[src/ssd_pkg.sv]
`timescale 1ns / 1ps
// Shared types, codes and constants of the stereo SAD disparity block.
package ssd_pkg;

	// Width of the size registers and of all internal row and column values.
	localparam int DIM_W = 8;
	localparam int PIX_W = 8;
	// One column of three absolute differences, and a whole 3x3 window.
	localparam int COLSUM_W = 10;
	localparam int SUM_W = 12;

	localparam logic [DIM_W-1:0] DIM_MIN = 8'd3;
	localparam logic [DIM_W-1:0] DIM_RESET = 8'd128;

	localparam logic OP_LOAD = 1'b0;
	localparam logic OP_QUERY = 1'b1;

	localparam int CFG_IDX_W = 1;
	localparam logic [CFG_IDX_W-1:0] CFG_IMAGE_WIDTH = 1'd0;
	localparam logic [CFG_IDX_W-1:0] CFG_IMAGE_HEIGHT = 1'd1;

	typedef struct packed {
		logic             opcode;
		logic [6:0]       row;
		logic [6:0]       col;
		logic [PIX_W-1:0] left_pixel;
		logic [PIX_W-1:0] right_pixel;
	} item_t;

	typedef struct packed {
		logic [7:0] disparity;
		logic       out_of_range;
	} result_t;

	// Commands from the controller to the datapath.
	typedef struct packed {
		logic             accept;
		logic             rd_left;
		logic             rd_right;
		logic             emit;
		logic [DIM_W-1:0] cnt;
	} cmd_t;

	// Status from the datapath to the controller.
	typedef struct packed {
		logic special;
		logic last_col;
		logic scan_done;
	} status_t;

	function automatic logic [PIX_W-1:0] abs_diff(input logic [PIX_W-1:0] a,
			input logic [PIX_W-1:0] b);
		return (a > b) ? (a - b) : (b - a);
	endfunction

endpackage

[src/ssd_ctrl.sv]
`timescale 1ns / 1ps
// Controller state machine that sequences loads and disparity queries.
module ssd_ctrl (
	input  logic             clk,
	input  logic             arst_n,
	input  logic             start,
	input  logic             opcode,
	input  ssd_pkg::status_t status,
	output ssd_pkg::cmd_t    cmd,
	output logic             busy
);

	localparam logic [2:0] S_IDLE  = 3'd0;
	localparam logic [2:0] S_CLASS = 3'd1;
	localparam logic [2:0] S_LREAD = 3'd2;
	localparam logic [2:0] S_RREAD = 3'd3;
	localparam logic [2:0] S_DRAIN = 3'd4;
	localparam logic [2:0] S_EMIT  = 3'd5;

	localparam logic [ssd_pkg::DIM_W-1:0] LEFT_LAST = 8'd2;

	logic [2:0] state_q, state_d;
	logic [ssd_pkg::DIM_W-1:0] cnt_q, cnt_d;

	always_comb begin
		state_d = state_q;
		cnt_d = cnt_q;
		cmd = '0;
		cmd.cnt = cnt_q;
		case (state_q)
			S_IDLE: begin
				cmd.accept = start;
				if (start && opcode == ssd_pkg::OP_QUERY) begin
					state_d = S_CLASS;
				end
			end
			S_CLASS: begin
				cnt_d = '0;
				state_d = status.special ? S_EMIT : S_LREAD;
			end
			S_LREAD: begin
				cmd.rd_left = 1'b1;
				if (cnt_q == LEFT_LAST) begin
					cnt_d = '0;
					state_d = S_RREAD;
				end else begin
					cnt_d = cnt_q + 8'd1;
				end
			end
			S_RREAD: begin
				cmd.rd_right = 1'b1;
				if (status.last_col) begin
					state_d = S_DRAIN;
				end else begin
					cnt_d = cnt_q + 8'd1;
				end
			end
			S_DRAIN: begin
				if (status.scan_done) begin
					state_d = S_EMIT;
				end
			end
			S_EMIT: begin
				cmd.emit = 1'b1;
				state_d = S_IDLE;
			end
			default: begin
				state_d = S_IDLE;
			end
		endcase
	end

	always_ff @(posedge clk or negedge arst_n) begin
		if (!arst_n) begin
			state_q <= S_IDLE;
			cnt_q <= '0;
		end else begin
			state_q <= state_d;
			cnt_q <= cnt_d;
		end
	end

	assign busy = (state_q != S_IDLE);

endmodule

[config.mk]
export PLATFORM = sky130hd
export DESIGN_NAME = ssd_ctrl
export DESIGN_NICKNAME = d
export VERILOG_FILES = /design/src/ssd_pkg.sv /design/src/ssd_ctrl.sv
export SDC_FILE = /design/constraint.sdc
export NUM_CORES = 1
export LEC_CHECK = 0
export CAP_MARGIN = 20
export CELL_PAD_IN_SITES_DETAIL_PLACEMENT = 0
export CELL_PAD_IN_SITES_GLOBAL_PLACEMENT = 1
export CORE_UTILIZATION = 40
export DETAILED_ROUTE_END_ITERATION = 7
export DONT_BUFFER_PORTS = 1
export PLACE_DENSITY = 0.72
export SYNTH_ARGS = -nofsm -noshare
export SYNTH_HDL_FRONTEND = slang
export SYNTH_SLANG_ARGS = --single-unit
[constraint.sdc]
create_clock -name clk -period 2.1 [get_ports clk]
set_input_delay 0.42 -clock clk [delete_from_list [all_inputs] [get_ports clk]]
set_output_delay 0.42 -clock clk [all_outputs]
set_load 0.01 [all_outputs]
Word level (Yosys, flattened, before mapping). Index checks and enable logic that the tools add are counted.

Output and inout port bits: 13. Bits in registers: 11. Logic and storage cells: 33. Input bits: 7.

Add/sub/neg operators: 1. Equal/unequal tests: 11. Reduce and logical (&&, ||, !) cells: 6. Muxes and demuxes: 13.

Operators with widths (count): $pmux W8 S3 (1); $mux W8 (2); $mux W3 (5); $pmux W3 S5 (1); $ne A2 B2 Y1 const B (5); $add A8 B1 Y8 const B (1); $eq A8 B2 Y1 const B (1); $eq A3 B2 Y1 const B (2); $eq A3 B3 Y1 const B (2); $reduce_bool A3 Y1 (2); $mux W1 (4); $reduce_and A4 Y1 (1); $eq A3 B1 Y1 const B (1); $logic_not A3 Y1 (1); $reduce_and A2 Y1 (1); $logic_and A1 B1 Y1 (1).

Longest topological paths before layout.
Depth in word-level cells: 3. Depth in mapped cells: 6.

Worst setup path before layout. No wires, ideal clock.

Kind: register to output. From: reg state_q[2]. To: out cmd[11] (netlist bit). Arrival: 1.150 ns. Cell stages (with the launch flop): 4. Path slack: 0.530 ns. Buffers on the path: 1. Cells stage by stage: dfrtp_1 > buf_2 > or3_1 > nor2_1.

RTL lines: start, declared (RTL line ssd_ctrl.sv:22) `logic [2:0] state_q, state_d;`; start signal, assigned (RTL line ssd_ctrl.sv:78) `state_q <= state_d;`; end, declared (RTL line ssd_ctrl.sv:9) `output ssd_pkg::cmd_t cmd,`.

==> flow_summary.yaml <==
logic_synthesis:
  yosys_warnings: 0
  synthFlopType: "dfrtp_1"
  syn_avg_cell_area_um2: 9.845
  syn_area_um2: 748.2
  synth_seq_area_share: 0.3679
  flip_flop_and_latch_count_after_synthesis: 11
  postSynth.asyncResetShare: 1.000
  synth_cell_type_count: 35
  synth.net_count: 85
  synth_edf_count: 0
  post_synth_inst_count: 76
drt:
  wl_per_cell_um: 13.33
  drc_errors: 0
  drt_first_iter_violations: 11
  ant_nets: 0
  vias: 552
  postRouteWirelength_um: 1373
  first_pass_iters: 4
  via_per_inst: 5.359
die:
  die_outline_area_um2: 2048
  dieHeight_um: 45.25
  io_pins: 20
  dieWidth_um: 45.25
  core.rowCount: 15
  fp.coreArea_um2: 1745
  start_util: 0.4287
timing:
  finalSetupTns_ns: 0
  min_period_over_period: 0.9009
  min_period_ns: 1.892
  final-hold-violation-count: 0
  fmax_mhz: 528.6
  rsz0062_at_grt: "no"
  timing.clock.skew_ns: 0.004284
  final.setup.worst_slack_ns: 0.2081
  fin_max_slew_vios: 0
  worst_tran_pin_value_ns: 0.5050
  setup_viol: 0
  worst_slew_margin_rel: 0.6622
clock_tree:
  post_cts_resized: 0
  clk_root_buffer_cell: "clkbuf_4"
  clock_sinks: 11
  cts_tree: "done"
  clock_tree.buffer_depth: 2
  clk-insertion-delay-late_ns: 0.27
  cts_inserted_buffers: 3
  post_cts_hold_buffer_count: 1
  cts.repair_timing.setup_buffer_count: 0
  clk_pin_slew_worst_paths_ns: 0.07
  htree_num_levels: 1
setup_path:
  critical_path.startpoint_type: "flop"
  endpoint_kind: "output pin"
  worst-endpoint-required_ns: 1.68
  worst_ep_arrival_time_ns: 1.47
  worst-path-max-fanout: 11
  setup_cp_type: "reg -> out"
layout:
  final_net_count: 88
  layout.cells.most_common: "dfrtp_1"
  layout_common_cells: "11 x dfrtp_1, 10 x nor2_1, 9 x nand2_1, 5 x xnor2_1, 4 x o21ai_1"
  antenna_diode_count: 0
  n_fill_cell: 182
  drive_above_1_share: 0.2051
  areaGrowthSynthToFinish_pct: 5.853
global_route:
  grt_first_pass_wirelength_um: 2484
  grt_antenna_before_repair: 0
  grt_use_total: 0.1720
  globalRouteOverflowTotal: 0
  largest_net_degree_at_the_start_of_global_routing: 12
  vias_in_the_first_global_route: 555
place:
  port-buffer-count: 0
  hpwl_after_dpl_um: 1054
  weighted_congestion_at_the_end_of_routability_driven_global_placement: 0.7764
  dp_slack_ns: 0.4790
power:
  clkPwrFrac: 0.149
  total_power_uw: 952.4
  swShare: 0.4450
  total_switching_power_uw: 423.8
  vdd_ir_drop_max_uv: 731.4
  combPwrFrac: 0.437
  power.density_cell_area_nw_per_um2: 1203
  p_leak_uw: 0.0003024
  seq_power_share: 0.414
  internal_power_uw: 528.6
run_status:
  status: "finished clean"
flow_run:
  max_cap_violations: 0
hold_path:
  worst_hold_path_type: "in -> reg"
[critical path, cell delays in order (launching register included)]
cell and delay (ns):
dfrtp_1 0.53, or3_1 0.47, nor2_1 0.21
[per-layer routing]
metal / up-vias / global-route usage / routed length, µm
met3: 2 / 0.08800 / 97
met2: 16 / 0.2551 / 649
met1: 261 / 0.2208 / 616
li1: 273 / - / -
met4: 0 / 0.04242 / 9
met5: - / 0 / 0
[cell usage after synthesis (2+ instances only)]
cell	n	area, µm²
nor3b_1	3	22.52
ha_1	2	25.02
nor2_1	10	37.54
xnor2_1	5	43.79
nand2_1	9	33.78
nand4_1	2	12.51
o21ai_1	4	20.02
nor4b_2	2	30.03
dfrtp_1	11	275.3
nor3_1	2	10.01
inv_1	2	7.510
[power by group through the flow]
stage | Combinational, µW | Sequential [µW] | Clock [µW]
after floorplan | 444 | 322 | 0
after global placement | 406 | 401 | 0
after detailed placement | 410 | 401 | 0
after CTS | 419 | 397 | 149
after global routing | 468 | 414 | 161
final | 416 | 394 | 142
[final cells by class]
| type | count | area [µm²] | area share |
|---|---|---|---|
| multi-input combinational | 60 | 441.7 | 0.5577 |
| sequential | 11 | 275.3 | 0.3476 |
| clock buffer | 4 | 26.28 | 0.03318 |
| tap | 25 | 31.28 | 0.03949 |
| inverter | 2 | 7.507 | 0.009479 |
| timing repair buffer | 1 | 10.01 | 0.01264 |
[stage by stage]
step           instances  hold slack [ns]    util  instance area, µm²
5_1_grt              103           0.3925  0.4538               792.0
2_1_floorplan         76           0.1244       -               748.2
4_1_cts              103           0.3528  0.4538               792.0
3_3_place_gp          98           0.1247  0.4330               755.7
3_5_place_dp          98           0.1247  0.4330               755.7
6_report             103           0.3656  0.4538               792.0
[flip-flops by register name (all words and copies together), names as in the netlist]
register,cells
cnt_q,8
state_q,3
[worst paths after layout]
check	startpoint	to	slack (ns)	cells after the start
min reg2reg	cnt_q[1]$_DFFE_PN0P_	cnt_q[1]$_DFFE_PN0P_	0.64	2
max in group asynchronous	arst_n	cnt_q[2]$_DFFE_PN0P_	1.20	1
min	status[2]	state_q[1]$_DFFE_PN0P_	0.37	3
min in group asynchronous	arst_n	state_q[1]$_DFFE_PN0P_	0.56	1
max	state_q[0]$_DFFE_PN0P_	cmd[11]	0.21	2
max reg2reg	cnt_q[0]$_DFFE_PN0P_	cnt_q[7]$_DFFE_PN0P_	0.48	6
[cell families (layout without fill, tap and decap cells)]
logic type                 Yosys count  count (layout)  synth area share
and+or+nand+nor                     39              39            0.3428
AOI/OAI and AO/OA                   14              14            0.1555
DFF                                 11              11            0.3679
xor gates and xnor gates             5               5           0.05853
buffers and inverters                5               7           0.04181
adders and majority gates            2               2           0.03344
(Power assumes the default switching activity.)
